**src/rtl/htr_pkg.sv**
```systemverilog
package htr_pkg;

   localparam int POS_BITS      = 6;
   localparam int GW_BITS       = 7;
   localparam int THR_BITS      = 15;
   localparam int RANK_BITS     = 12;
   localparam int DEF_MAX_WIDTH = 64;
   localparam int GW_MAX        = (1 << GW_BITS) - 1;

   localparam int CSR_IDX_BITS  = 2;
   localparam logic [CSR_IDX_BITS-1:0] CSR_GRID_WIDTH     = 2'd0;
   localparam logic [CSR_IDX_BITS-1:0] CSR_PRECISION_MODE = 2'd1;

   localparam logic [GW_BITS-1:0] GRID_WIDTH_RESET = 7'd64;
   localparam logic [GW_BITS-1:0] GRID_WIDTH_MIN   = 7'd2;

   localparam logic PREC_8BIT  = 1'b0;
   localparam logic PREC_15BIT = 1'b1;

endpackage

```
**src/rtl/halftone_threshold_rank_top.sv**
```systemverilog
// Channel  Direction  Handshake             Beat payload
// req      in         req_valid/req_stall   req_column, req_line_index
// rsp      out        rsp_valid/rsp_stall   rsp_threshold, rsp_cell_rank
// csr      in         csr_valid/csr_ready   csr_index, csr_wdata
//
// With w the effective grid width, the single spot-value unit visits every
// cell of the w*w screen once, one cell per cycle, and a 15-step restoring
// divider then scales the rank.
// The block takes one request at a time and holds req_stall high while busy.
// A finished result waits in the output register while the next request is taken.
// Reset is synchronous and active high; csr_ready is always high.
module halftone_threshold_rank_top
   import htr_pkg::*;
#(
   parameter int MAX_WIDTH = DEF_MAX_WIDTH
) (
   input  logic                    clock,
   input  logic                    reset,
   input  logic                    req_valid,
   output logic                    req_stall,
   input  logic [POS_BITS-1:0]     req_column,
   input  logic [POS_BITS-1:0]     req_line_index,
   output logic                    rsp_valid,
   input  logic                    rsp_stall,
   output logic [THR_BITS-1:0]     rsp_threshold,
   output logic [RANK_BITS-1:0]    rsp_cell_rank,
   input  logic                    csr_valid,
   output logic                    csr_ready,
   input  logic [CSR_IDX_BITS-1:0] csr_index,
   input  logic [GW_BITS-1:0]      csr_wdata
);

   localparam int EFF_MAX = (MAX_WIDTH < GW_MAX) ? MAX_WIDTH : GW_MAX;
   localparam int CBITS   = $clog2(EFF_MAX);
   localparam int PW      = (CBITS > POS_BITS) ? CBITS : POS_BITS;
   localparam int WWBITS  = $clog2(EFF_MAX * EFF_MAX + 1);
   localparam int SW      = 2 * CBITS + 3;
   localparam int NBITS   = WWBITS + THR_BITS;
   localparam int RKX     = (WWBITS > RANK_BITS) ? WWBITS : RANK_BITS;
   localparam int DCBITS  = $clog2(THR_BITS);
   localparam logic [GW_BITS-1:0] EFF_MAX_GW = GW_BITS'(EFF_MAX);

   localparam logic [2:0] S_IDLE  = 3'd0;
   localparam logic [2:0] S_KEY   = 3'd1;
   localparam logic [2:0] S_SCAN  = 3'd2;
   localparam logic [2:0] S_DRAIN = 3'd3;
   localparam logic [2:0] S_PREP  = 3'd4;
   localparam logic [2:0] S_DIV   = 3'd5;
   localparam logic [2:0] S_DONE  = 3'd6;

   logic [2:0]              state_ff, state_in;
   logic [GW_BITS-1:0]      grid_width_ff;
   logic                    precision_mode_ff;

   logic                    mode_ff;
   logic [CBITS-1:0]        d_ff;
   logic [CBITS-1:0]        cx_ff, cy_ff;
   logic [CBITS-1:0]        x_ff, y_ff;
   logic [SW-1:0]           dd_ff;
   logic [WWBITS-1:0]       ww_ff;
   logic signed [SW-1:0]    key_ff, v_ff;
   logic                    pv_ff, pre_ff;
   logic [WWBITS-1:0]       rank_ff;
   logic [WWBITS-1:0]       rem_ff;
   logic [THR_BITS-1:0]     q_ff;
   logic [DCBITS-1:0]       dcnt_ff;
   logic                    rsp_valid_ff;
   logic [THR_BITS-1:0]     rsp_threshold_ff;
   logic [RANK_BITS-1:0]    rsp_cell_rank_ff;

   logic                    accept;
   logic                    rsp_free;
   logic [GW_BITS-1:0]      w_eff;
   logic [CBITS-1:0]        d_eff;
   logic [PW-1:0]           col_x, line_x, d_x;

   logic [CBITS-1:0]        ux, uy;
   logic signed [CBITS+1:0] ta, tb;
   logic [CBITS+1:0]        aa_full, ab_full;
   logic [CBITS-1:0]        aa, ab, sa, sb;
   logic [CBITS:0]          absum;
   logic                    outside;
   logic [SW-1:0]           sqsum;
   logic signed [SW-1:0]    v_raw, v_lim, v;

   logic                    scan_end;
   logic                    cell_before;
   logic                    hit;
   logic [NBITS-1:0]        num;
   logic [WWBITS:0]         r2;
   logic                    ge;
   logic [RKX-1:0]          rank_x;

   assign accept    = req_valid && !req_stall;
   assign req_stall = (state_ff != S_IDLE);
   assign csr_ready = 1'b1;
   assign rsp_free  = !rsp_valid_ff || !rsp_stall;

   assign rsp_valid     = rsp_valid_ff;
   assign rsp_threshold = rsp_threshold_ff;
   assign rsp_cell_rank = rsp_cell_rank_ff;

   always_comb begin
      if (grid_width_ff < GRID_WIDTH_MIN) begin
         w_eff = GRID_WIDTH_MIN;
      end else if (grid_width_ff > EFF_MAX_GW) begin
         w_eff = EFF_MAX_GW;
      end else begin
         w_eff = grid_width_ff;
      end
      d_eff  = CBITS'(w_eff - 7'd1);
      col_x  = PW'(req_column);
      line_x = PW'(req_line_index);
      d_x    = PW'(d_eff);
   end

   // Spot-value unit, shared by the key cell and every scanned cell.
   always_comb begin
      ux      = (state_ff == S_KEY) ? cx_ff : x_ff;
      uy      = (state_ff == S_KEY) ? cy_ff : y_ff;
      ta      = $signed({1'b0, ux, 1'b0}) - $signed({2'b00, d_ff});
      tb      = $signed({1'b0, uy, 1'b0}) - $signed({2'b00, d_ff});
      aa_full = ta[CBITS+1] ? $unsigned(-ta) : $unsigned(ta);
      ab_full = tb[CBITS+1] ? $unsigned(-tb) : $unsigned(tb);
      aa      = aa_full[CBITS-1:0];
      ab      = ab_full[CBITS-1:0];
      absum   = {1'b0, aa} + {1'b0, ab};
      outside = absum > {1'b0, d_ff};
      sa      = outside ? (d_ff - aa) : aa;
      sb      = outside ? (d_ff - ab) : ab;
      sqsum   = SW'(sa * sa) + SW'(sb * sb);
      v_raw   = outside ? $signed(sqsum - dd_ff) : $signed(dd_ff - sqsum);
      if (v_raw > $signed(dd_ff)) begin
         v_lim = $signed(dd_ff);
      end else begin
         v_lim = v_raw;
      end
      if (v_lim < -$signed(dd_ff)) begin
         v = -$signed(dd_ff);
      end else begin
         v = v_lim;
      end
   end

   always_comb begin
      scan_end    = (x_ff == d_ff) && (y_ff == d_ff);
      cell_before = (y_ff < cy_ff) || ((y_ff == cy_ff) && (x_ff < cx_ff));
      hit         = pv_ff && ((v_ff < key_ff) || ((v_ff == key_ff) && pre_ff));
      if (mode_ff == PREC_15BIT) begin
         num = {rank_ff, {THR_BITS{1'b0}}};
      end else begin
         num = NBITS'({rank_ff, 8'd0}) - NBITS'(rank_ff);
      end
      r2     = {rem_ff, q_ff[THR_BITS-1]};
      ge     = r2 >= {1'b0, ww_ff};
      rank_x = RKX'(rank_ff);
   end

   always_comb begin
      state_in = state_ff;
      case (state_ff)
         S_IDLE: begin
            if (accept) begin
               state_in = S_KEY;
            end
         end
         S_KEY: begin
            state_in = S_SCAN;
         end
         S_SCAN: begin
            if (scan_end) begin
               state_in = S_DRAIN;
            end
         end
         S_DRAIN: begin
            state_in = S_PREP;
         end
         S_PREP: begin
            state_in = S_DIV;
         end
         S_DIV: begin
            if (dcnt_ff == DCBITS'(THR_BITS - 1)) begin
               state_in = S_DONE;
            end
         end
         S_DONE: begin
            if (rsp_free) begin
               state_in = S_IDLE;
            end
         end
         default: begin
            state_in = S_IDLE;
         end
      endcase
   end

   always_ff @(posedge clock) begin
      if (reset) begin
         state_ff          <= S_IDLE;
         grid_width_ff     <= GRID_WIDTH_RESET;
         precision_mode_ff <= PREC_8BIT;
         rsp_valid_ff      <= 1'b0;
         pv_ff             <= 1'b0;
      end else begin
         state_ff <= state_in;
         if (csr_valid && csr_ready) begin
            if (csr_index == CSR_GRID_WIDTH) begin
               grid_width_ff <= csr_wdata;
            end else if (csr_index == CSR_PRECISION_MODE) begin
               precision_mode_ff <= csr_wdata[0];
            end
         end
         pv_ff <= (state_ff == S_SCAN);
         if (state_ff == S_DONE && rsp_free) begin
            rsp_valid_ff <= 1'b1;
         end else if (!rsp_stall) begin
            rsp_valid_ff <= 1'b0;
         end
      end
   end

   always_ff @(posedge clock) begin
      if (state_ff == S_IDLE && accept) begin
         mode_ff <= precision_mode_ff;
         d_ff    <= d_eff;
         dd_ff   <= SW'(d_eff * d_eff);
         cx_ff   <= (col_x > d_x) ? d_eff : CBITS'(col_x);
         cy_ff   <= (line_x > d_x) ? d_eff : CBITS'(line_x);
      end
      if (state_ff == S_KEY) begin
         key_ff  <= v;
         ww_ff   <= WWBITS'(dd_ff + SW'({d_ff, 1'b1}));
         x_ff    <= '0;
         y_ff    <= '0;
         rank_ff <= '0;
      end
      if (state_ff == S_SCAN) begin
         v_ff   <= v;
         pre_ff <= cell_before;
         if (x_ff == d_ff) begin
            x_ff <= '0;
            y_ff <= y_ff + CBITS'(1);
         end else begin
            x_ff <= x_ff + CBITS'(1);
         end
      end
      if ((state_ff == S_SCAN || state_ff == S_DRAIN) && hit) begin
         rank_ff <= rank_ff + WWBITS'(1);
      end
      if (state_ff == S_PREP) begin
         rem_ff  <= num[NBITS-1:THR_BITS];
         q_ff    <= num[THR_BITS-1:0];
         dcnt_ff <= '0;
      end
      if (state_ff == S_DIV) begin
         rem_ff  <= ge ? WWBITS'(r2 - {1'b0, ww_ff}) : r2[WWBITS-1:0];
         q_ff    <= {q_ff[THR_BITS-2:0], ge};
         dcnt_ff <= dcnt_ff + DCBITS'(1);
      end
      if (state_ff == S_DONE && rsp_free) begin
         rsp_threshold_ff <= q_ff;
         rsp_cell_rank_ff <= rank_x[RANK_BITS-1:0];
      end
   end

endmodule

```
**config.mk**
```make
export PLATFORM = sky130hd
export DESIGN_NAME = halftone_threshold_rank_top
export DESIGN_NICKNAME = d
export VERILOG_FILES = /design/src/rtl/htr_pkg.sv /design/src/rtl/halftone_threshold_rank_top.sv
export SDC_FILE = /design/constraint.sdc
export NUM_CORES = 1
export LEC_CHECK = 0
export ABC_AREA = 1
export BUFFER_PORTS_ARGS = -buffer_cell sky130_fd_sc_hd__buf_4
export CAP_MARGIN = 20
export CORE_ASPECT_RATIO = 1.2
export CORE_MARGIN = 1
export CORE_UTILIZATION = 50
export DETAILED_ROUTE_END_ITERATION = 16
export HOLD_SLACK_MARGIN = 0.03
export MAX_ROUTING_LAYER = met4
export PLACE_DENSITY = 0.77
export SYNTH_ARGS = -nofsm -noshare
export SYNTH_HDL_FRONTEND = slang
export SYNTH_SLANG_ARGS = --single-unit
```
**constraint.sdc**
```tcl
create_clock -name clock -period 13.1 [get_ports clock]
set_input_delay 1.965 -clock clock [delete_from_list [all_inputs] [get_ports clock]]
set_output_delay 1.965 -clock clock [all_outputs]
set_load 0.05 [all_outputs]
```
After elaboration in Yosys (flattened, before gate mapping)
Index checks and enable logic that the tools add are counted.
{"block": "op_classes", "bitwise_logic": 1, "magnitude_cmp": 11, "n_reduce_logical": 24, "n_mux": 36, "addsub": 19, "mul": 3, "eq_ne": 17}
{"op": "2-to-1 mux 6 bit", "count": 16}
{"op": "2-to-1 mux 15 bit", "count": 5}
{"op": "2-to-1 mux 13 bit", "count": 5}
{"op": "multiplier 6 x 6 -> 12 bit", "count": 3}
{"op": "less-than comparator 15 bit", "count": 2}
{"op": "2-to-1 mux 28 bit", "count": 1}
{"op": "subtractor 21 x 13 -> 22 bit", "count": 1}
{"op": "case mux 3 bit (7 select lines)", "count": 1}
{"op": "== test 6 bit", "count": 3}
{"op": "subtractor 7 x 6 -> 8 bit", "count": 2}
{"op": "== test 15 bit", "count": 1}
{"op": "> comparator 15 x 13 -> 1 bit", "count": 1}
{"op": "negation 12 -> 15 bit", "count": 1}
{"op": "greater-or-equal comparator 14 x 13 -> 1 bit", "count": 1}
{"op": "subtractor 12 x 13 -> 14 bit", "count": 1}
{"op": "subtractor 13 x 12 -> 14 bit", "count": 1}
{"op": "adder 12 x 12 -> 13 bit", "count": 1}
{"op": "adder 12 x 7 -> 13 bit", "count": 1}
{"op": "adder 13 x 1 -> 13 bit (second input constant)", "count": 1}
{"op": "subtractor 13 bit", "count": 1}
{"op": "adder 6 x 1 -> 6 bit (second input constant)", "count": 2}
{"op": "> comparator 6 bit", "count": 2}
{"op": "less-than comparator 6 bit", "count": 2}
{"op": "2-to-1 mux 3 bit", "count": 4}
{"op": "other kinds (28)", "count": 52}
{"block": "word_totals", "in_bits": 26, "word_cells": 133, "register_bits": 172}

Longest topological paths before layout
Gate-level depths: netlist (run 1).
{"block": "logic_depth", "word_depth": 16, "depth_mapped": 90, "depth_no_buf": 86}

Worst setup path before layout (run 1)
Ideal clock, no wire load.
{"block": "synth_timing", "kind": "register to register", "startpoint": "register state_ff[1]", "endpoint": "register key_ff[1], data pin", "path_stages_with_launch": 80, "path_slack_ns": -0.892, "t_arrival_ns": 13.720, "synth_period_minus_slack_ns": 13.992, "path_buffers": 4, "required_time_ns": 12.829, "cell_sequence": "dfxtp_1 -> inv_1 -> nand2_2 -> nor2_2 -> nand2_1 -> nand2_1 -> ha_1 -> nand2_1 -> inv_1 -> nand3_1 -> nand3_1 -> nand2_1 -> nand2_2 -> nor2_1 -> xnor2_1 -> inv_1 -> ha_1 -> o211ai_1 -> [... 44 more ...] -> a41o_1 -> nand3_2 -> buf_4 -> nand3_1 -> and2_1 -> ha_1 -> a21oi_1 -> nand2_1 -> a21oi_1 -> nor2_1 -> o21a_1 -> o21a_1 -> o21ai_0 -> o2111ai_1 -> xor2_1 -> inv_1 -> clkbuf_1 -> a21oi_1"}
{"block": "synth_between", "elab_chain_len": 16, "elab_cells_between_ends": 25, "cone_classes": "add/sub: 10; mul: 2; order compare: 3; eq/ne: 1; mux: 9"}
{"item": "from (decl)", "line": "halftone_threshold_rank_top.sv:51", "source": "logic [2:0] state_ff, state_in;"}
{"item": "from (signal assigned)", "line": "halftone_threshold_rank_top.sv:205", "source": "state_ff <= state_in;"}
{"item": "== test 3 x 1 -> 1 bit *", "line": "halftone_threshold_rank_top.sv:119, halftone_threshold_rank_top.sv:120"}
{"item": "2-to-1 mux 6 bit (on tied branches)", "line": "halftone_threshold_rank_top.sv:119, halftone_threshold_rank_top.sv:120"}
{"item": "subtractor 7 x 6 -> 8 bit (on tied branches)", "line": "halftone_threshold_rank_top.sv:121, halftone_threshold_rank_top.sv:122"}
{"item": "negation 6 bit (on tied branches)", "line": "halftone_threshold_rank_top.sv:123, halftone_threshold_rank_top.sv:124"}
{"item": "2-to-1 mux 6 bit (on tied branches)", "line": "halftone_threshold_rank_top.sv:123, halftone_threshold_rank_top.sv:124"}
{"item": "adder 6 x 6 -> 7 bit", "line": "halftone_threshold_rank_top.sv:127", "source": "absum = {1'b0, aa} + {1'b0, ab};"}
{"item": "> comparator 7 x 6 -> 1 bit", "line": "halftone_threshold_rank_top.sv:128", "source": "outside = absum > {1'b0, d_ff};"}
{"item": "2-to-1 mux 6 bit (on tied branches)", "line": "halftone_threshold_rank_top.sv:129, halftone_threshold_rank_top.sv:130"}
{"item": "multiplier 6 x 6 -> 12 bit", "line": "halftone_threshold_rank_top.sv:131", "source": "sqsum = SW'(sa * sa) + SW'(sb * sb);"}
{"item": "adder 12 x 12 -> 13 bit", "line": "halftone_threshold_rank_top.sv:131"}
{"item": "subtractor 12 x 13 -> 14 bit or subtractor 13 x 12 -> 14 bit (tied branches)", "line": "halftone_threshold_rank_top.sv:132", "source": "v_raw = outside ? $signed(sqsum - dd_ff) : $signed(dd_ff - sqsum);"}
{"item": "2-to-1 mux 15 bit *", "line": "halftone_threshold_rank_top.sv:132"}
{"item": "> comparator 15 x 13 -> 1 bit", "line": "halftone_threshold_rank_top.sv:133", "source": "if (v_raw > $signed(dd_ff)) begin"}
{"item": "2-to-1 mux 15 bit *", "line": "halftone_threshold_rank_top.sv:133"}
{"item": "less-than comparator 15 bit", "line": "halftone_threshold_rank_top.sv:138", "source": "if (v_lim < -$signed(dd_ff)) begin"}
{"item": "2-to-1 mux 15 bit *", "line": "halftone_threshold_rank_top.sv:138"}
{"item": "via v[1]", "line": "halftone_threshold_rank_top.sv:84", "source": "logic signed [SW-1:0] v_raw, v_lim, v;"}
{"item": "to (signal assigned)", "line": "halftone_threshold_rank_top.sv:231", "source": "key_ff <= v;"}
{"item": "to (decl)", "line": "halftone_threshold_rank_top.sv:61", "source": "logic signed [SW-1:0] key_ff, v_ff;"}
The timed path passes the listed nets; every way through them passes the cells marked *.
A chain may end at the register's enable or synchronous reset.

Worst setup path after layout (run 1)
{"block": "layout_timing", "startpoint": "register state_ff[0]", "endpoint": "register key_ff[12], data pin"}
Same word-level chain as after synthesis.

==> results of run 1 <==
-- layout by cell type (no fill, tap or decap), drive strengths merged, types with 18 or more instances in the layout --
| master | n |
|---|---|
| a21oi | 111 |
| buf | 216 |
| fa | 47 |
| o21ai | 132 |
| nand2 | 344 |
| nor3 | 32 |
| nor2 | 167 |
| ha | 188 |
| dfxtp | 19 |
| xor2 | 69 |
| inv | 339 |
| xnor2 | 23 |
| edfxtp | 150 |
| clkbuf | 18 |
| nand3 | 87 |
-- state kept, by name, summed over array words and instances (netlist names), 3 cells and up --
register       count
key_ff            15
q_ff              15
rsp_threshold     15
v_ff              15
rank_ff           13
rem_ff            13
rsp_cell_rank     12
ww_ff             12
dd_ff             10
grid_width_ff      7
cx_ff              6
cy_ff              6
d_ff               6
x_ff               6
y_ff               6
dcnt_ff            4
state_ff           3
-- through the flow --
step           hold WS [ps]  cell area [um2]
3_5_place_dp            440            16900
2_1_floorplan           408            15300
5_1_grt                 472            18700
4_1_cts                 459            17700
3_3_place_gp            436            16900
6_report                455            18700
-- layout make-up --
cell class	count	area (um2)	share of cell area, %
clock buffer	18	429	2.29
clock inverter	14	148	0.789
inverter	332	1260	6.71
multi-input combinational	1333	9850	52.6
sequential	169	4890	26.1
tap	390	488	2.61
timing repair buffer	216	1650	8.84
-- cells by family after synthesis --
family          after synthesis
fa+ha+maj                   235
compound gates              330
flops                       169
simple gates                673
mux                           1
other cells                   1
buf+inv                     364
xor+xnor                     92
-- worst reg2reg max path, delay by kind of cell, from the launching register on --
kind / cells / cell delay, ps
fa+ha+maj: 12 / 4480
simple gates: 30 / 3280
compound gates: 18 / 2630
buf+inv: 15 / 1350
xor+xnor: 4 / 780
flops: 1 / 330
-- metal layers --
layer  routed length (um)  global-route usage [%]  vias to the layer above  share of wire, %
met2                20300                    46.4                      406                52
met4                 1510                    11.6                        0               3.9
met3                 1620                    2.49                      112               4.1
met1                15900                    28.1                     6435                40
li1                     -                       -                     6578                 -
met5                    0                       -                        -                 0
-- repair_timing --
| action | in CTS | in global routing |
|---|---|---|
| cloned | 1 | 3 |
| endpoints found under the setup margin | 26 | 28 |
| setup buffers | 17 | 30 |
| resized for setup | 39 | 190 |
| pin swaps | 33 | 94 |
-- final timing paths --
check,slack [ps],start,end
worst min register to register,460,q_ff[9]$_DFFE_PN_,rsp_threshold[9]$_DFFE_PP_
worst max register to register,100,state_ff[0]$_SDFFE_PP0P_,key_ff[12]$_DFFE_PN_
worst max-delay path,100,state_ff[0]$_SDFFE_PP0P_,key_ff[12]$_DFFE_PN_
worst min-delay path,460,q_ff[9]$_DFFE_PN_,rsp_threshold[9]$_DFFE_PP_
==> results by group, run 1 <==
Logic synthesis
  • Async SR Flop Fraction: 0%
  • Largest cells by area after synthesis: edfxtp_1, ha_1, nand2_1, inv_1, fa_1
  • Ys Warns: 0
  • Post-synth EDFFs: 150
  • Number of synthesized register bits: 169
  • Synth top area share: slightly below 30%
  • Primary FF master, synth: edfxtp_1
  • Post-Synthesis Cells: roughly 1900
  • Most common cell in the netlist: nand2_1
  • Post-synthesis xor/xnor area fraction: under 10%
  • Mux share of post-synthesis cell area: 0.0742%
  • Largest family of logic cells by synthesized area: adder cells
  • Synth Area in Compound Gates: around 12%
  • Synthesized cell area: approximately 0.015 mm2
  • Post-synthesis simple-gate area fraction: a little under a fifth
  • Synthesized area per cell: 8.14 um2
  • Syn nets: between 2000 and 2500
  • Synth area leader: edfxtp_1
  • Count of cell types in the netlist: between 50 and 60
  • Synth cell count leaders: nand2_1, inv_1, ha_1, nor2_1, edfxtp_1
  • Sequential fraction of the synthesis area: about a third
  • Post-Synth Adder-Cell Area: between 20% and 30%

Worst setup path
  • Crit Path Max Fanout: 6
  • Crit path required time: about 13000 ps
  • Kind of critical path: flop to flop
  • Startpoint Class: flop
  • Crit path DAT: 13310 ps
  • Top delay family on crit path: adder cells
  • WP depth: 79
  • Most Frequent Cell on Critical Path: inv_2
  • R2r worst-path depth: 79
  • Slowest cell on the critical path: fa_1
  • Biggest cell delay along the critical path: a little under 600 ps
  • Kind of end point of the critical path: flop
  • CP Buf/Inv Count: 15

Timing
  • Period minus WS final: 13000 ps
  • Final period utilization: ~99%
  • Measured slew at the worst slew-check pin: 1030 ps
  • RSZ-0062 raised after global routing: yes
  • Final setup vio count: 0
  • Endpoints failing hold: 0
  • PnR worst setup slack: around 95 ps
  • Final Max Slew Viols: 0
  • Max transition margin: between 30% and 40%
  • Setup TNS: 0 ps
  • Fmax: between 0.07 and 0.08 GHz
  • Setup Skew: approximately 17 ps

Clocking
  • H-tree levels: 4
  • Latest clock arrival within the worst-skew pair: roughly 450 ps
  • CTS hold repair buffers: 0
  • Max clock buf depth: 2
  • CTS clk-pin slew, worst paths: 70 ps
  • CTS sink count: 169
  • CTS tree: built
  • CTS buffer count: 17
  • CTS Root Cell: clkbuf_16

Placed design
  • HPWL Detailed: between 20 and 30 mm
  • Pre-CTS setup slack: -280 ps
  • Post-placement cell count: about 2400
  • # port buffers: between 50 and 60
  • RePlAce Congestion: 0.943

GRT
  • Largest net degree at the start of global routing: 33
  • Global route overflow: 0
  • Vias in the first global route: about 13000
  • First-pass GRT wire length: ~62 mm
  • GR Util All Layers: around a quarter
  • Initial antenna violation count: 0

Detailed routing
  • Routed Antenna Nets: 0
  • WL final: 39.3 mm
  • DR vias: about 14000
  • Iter 0 DRT Violations: between 800 and 900
  • Initial DRT Pass Iterations: 8
  • Wirelength per Cell: between 15 and 20 um
  • Vias per Instance: 5.47
  • DRC: 0

Finish
  • Layout area overhead: 23.3%
  • Layout cells sized above 1: approximately 22%
  • Ant. Diodes: 0
  • # fillers: around 2400
  • Final #Nets: approximately 2300
  • Post-route insts no fill: 2472
  • Core Util, Final: a little over three fifths

Run
  • Max-Cap Viols: 0

Die
  • I/O pins: 56
  • Standard-cell rows: between 60 and 70
  • Die width: ~160 um
  • Chip height: just under 200 um
  • Core area: between 0.02 and 0.03 mm2
  • Starting Density: between 50% and 60%
  • Die area: roughly 0.031 mm2

Min path
  • Hold Path Stages: 0
  • HP Class: flop to flop

Outcome
  • Status: finished, final reports clean
Power of run 1 is left out: the tool's default activity adds up to more than one toggle a clock period on the data nets, which glitch-free logic cannot reach.
==> run 2, diff against run 1 <==
--- a/config.mk
+++ b/config.mk
@@ -14,7 +14,7 @@
 export DETAILED_ROUTE_END_ITERATION = 16
 export HOLD_SLACK_MARGIN = 0.03
 export MAX_ROUTING_LAYER = met4
-export PLACE_DENSITY = 0.77
+export PLACE_DENSITY = 0.75
 export SYNTH_ARGS = -nofsm -noshare
 export SYNTH_HDL_FRONTEND = slang
 export SYNTH_SLANG_ARGS = --single-unit
==> constraint.sdc (replaced) <==
create_clock -name clock -period 15.7 [get_ports clock]
set_input_delay 2.355 -clock clock [delete_from_list [all_inputs] [get_ports clock]]
set_output_delay 2.355 -clock clock [all_outputs]
set_load 0.05 [all_outputs]
==> run 2 against run 1 <==
Utilization down 6.5 points; global-route usage fell by 0.21 points; clock-buffer cell count fell by 1; clock skew is 1.5 ps higher; worst setup slack improved by 950 ps; final cell count shrank 5.8%; register-to-register slack better by 950 ps; flip-flop and latch count unchanged; non-clock buffer count down 145; die area unchanged; first-iteration DRC count is 6.0% lower.
==> results by group, run 2 (synthesis gave the netlist of run 1 again) <==
Clocking
  • Latest clock arrival within the worst-skew pair: 450 ps
  • Max clock buf depth: 2
  • CTS clk-pin slew, worst paths: around 80 ps
  • CTS buffer count: 17
  • H-tree levels: 4
  • CTS sink count: around 170
  • CTS tree: built
  • CTS Root Cell: clkbuf_16
  • CTS hold repair buffers: 0

Timing
  • Final setup vio count: 0
  • Final Max Slew Viols: 0
  • Setup TNS: 0 ps
  • Measured slew at the worst slew-check pin: ~1100 ps
  • PnR worst setup slack: 1050 ps
  • Setup Skew: 18.2 ps
  • Max transition margin: 29.1%
  • Fmax: between 0.06 and 0.07 GHz
  • Worst hold slack: 457 ps
  • Endpoints failing hold: 0
  • Final period utilization: between 90 and 100%
  • Period minus WS final: approximately 15000 ps

Detailed routing
  • DR top layer: met4
  • Iter 0 DRT Violations: between 700 and 800
  • DRC: 0
  • Vias per Instance: around 5.5
  • Initial DRT Pass Iterations: 5
  • Routed met3 length: 1.38 mm
  • Wirelength per Cell: ~16 um
  • WL final: 36.6 mm
  • Routed Antenna Nets: 0
  • DR WL met2: between 15 and 20 mm
  • Wl on met1: 15.1 mm
  • DR vias: roughly 13000

Worst setup path
  • Crit path DAT: 14840 ps
  • Slowest cell on the critical path: fa_1
  • Crit Path Max Fanout: 23
  • Kind of critical path: flop to flop
  • Kind of end point of the critical path: flop
  • Biggest cell delay along the critical path: between 500 and 600 ps
  • Startpoint Class: flop
  • Crit path required time: 15890 ps
  • R2r worst-path depth: between 70 and 80

GRT
  • Initial antenna violation count: 0
  • GR Util All Layers: between 20% and 30%
  • Vias in the first global route: roughly 13000
  • Global route overflow: 0
  • Largest net degree at the start of global routing: 33
  • First-pass GRT wire length: 60.3 mm

Finish
  • Commonest cells after routing, fill and taps aside: nand2_1, inv_1, ha_1, nor2_1, edfxtp_1
  • Post-route cell area: around 0.017 mm2
  • Ant. Diodes: 0
  • Commonest non-fill, non-tap cell in the layout: nand2_1
  • Final #Nets: approximately 2200
  • Layout cells sized above 1: 8.46%
  • Layout area overhead: 10.5%

Placed design
  • # port buffers: between 50 and 60
  • Pre-CTS setup slack: approximately 280 ps
  • HPWL Detailed: around 29 mm
  • RePlAce Congestion: around 0.94
  • Area after DPL: roughly 0.016 mm2

Die
  • Standard-cell rows: 69
  • Starting Density: just over 50%
  • I/O pins: 56
  • Chip height: between 150 and 200 um
  • Die area: roughly 0.031 mm2
  • Core area: 0.0297 mm2
  • Die width: 161 um

Run
  • Max-Cap Viols: 0

Min path
  • HP Class: flop to flop
  • Hold Path Stages: 0

Outcome
  • Status: finished, final reports clean
==> run 2: changes by cell type in the layout (fill, tap and decap cells not counted), moves of 14 or more <==
| cell | before | now |
|---|---|---|
| inv_2 | 27 | 9 |
| nor2_1 | 141 | 160 |
| ha_1 | 167 | 187 |
| nand2_2 | 32 | 14 |
| ha_4 | 19 | 0 |
| inv_1 | 300 | 320 |
| o21ai_0 | 103 | 124 |
| nand3_1 | 70 | 84 |
| nand2_1 | 300 | 326 |
| buf_4 | 204 | 71 |
==> run 2: area by class of cell <==
class	count	area [um2]
Clock buffer	17	425
Clock inverter	15	196
Fill cell	2725	12900
Inverter	332	1250
Multi-Input combinational cell	1334	9000
Sequential cell	169	4880
Tap cell	390	488
Timing Repair Buffer	71	533
==> run 2: layer usage <==
layer / vias to the layer above / track usage, %
li1: 6294 / -
met1: 6099 / 28.0
met2: 345 / 44.9
met3: 102 / 2.94
met4: 0 / 12.8
met5: - / -
==> run 2: repair_timing <==
| action | in CTS | in global routing |
|---|---|---|
| setup buffers | 0 | 6 |
| endpoints found under the setup margin | 0 | 28 |
| gates resized for setup | 0 | 19 |
==> run 2: worst paths after layout <==
| kind | endpoint | slack, ps | from |
|---|---|---|---|
| setup / recovery | v_ff[12]$_DFFE_PP_ | 1050 | state_ff[0]$_SDFFE_PP0P_ |
| hold reg to reg | rsp_threshold[4]$_DFFE_PP_ | 460 | q_ff[4]$_DFFE_PN_ |
| setup reg to reg | v_ff[12]$_DFFE_PP_ | 1050 | state_ff[0]$_SDFFE_PP0P_ |
| hold / removal | rsp_threshold[4]$_DFFE_PP_ | 460 | q_ff[4]$_DFFE_PN_ |
==> run 2: worst max-delay path, delay by kind of cell (launching register included) <==
kind | cells | cell delay (ps)
buf+inv | 12 | 1050
xor+xnor | 6 | 1510
flops | 1 | 400
simple gates | 22 | 2690
fa+ha+maj | 12 | 5140
compound gates | 20 | 3580
==> run 2: per-stage QoR <==
step,instances,utilization [%]
final,2328,56.5
after global routing,2328,56.5
after CTS,2320,56.0
after detailed placement,2288,53.9
after global placement,2288,53.9
after floorplan,1865,-
Power of run 2 is left out for the same reason.
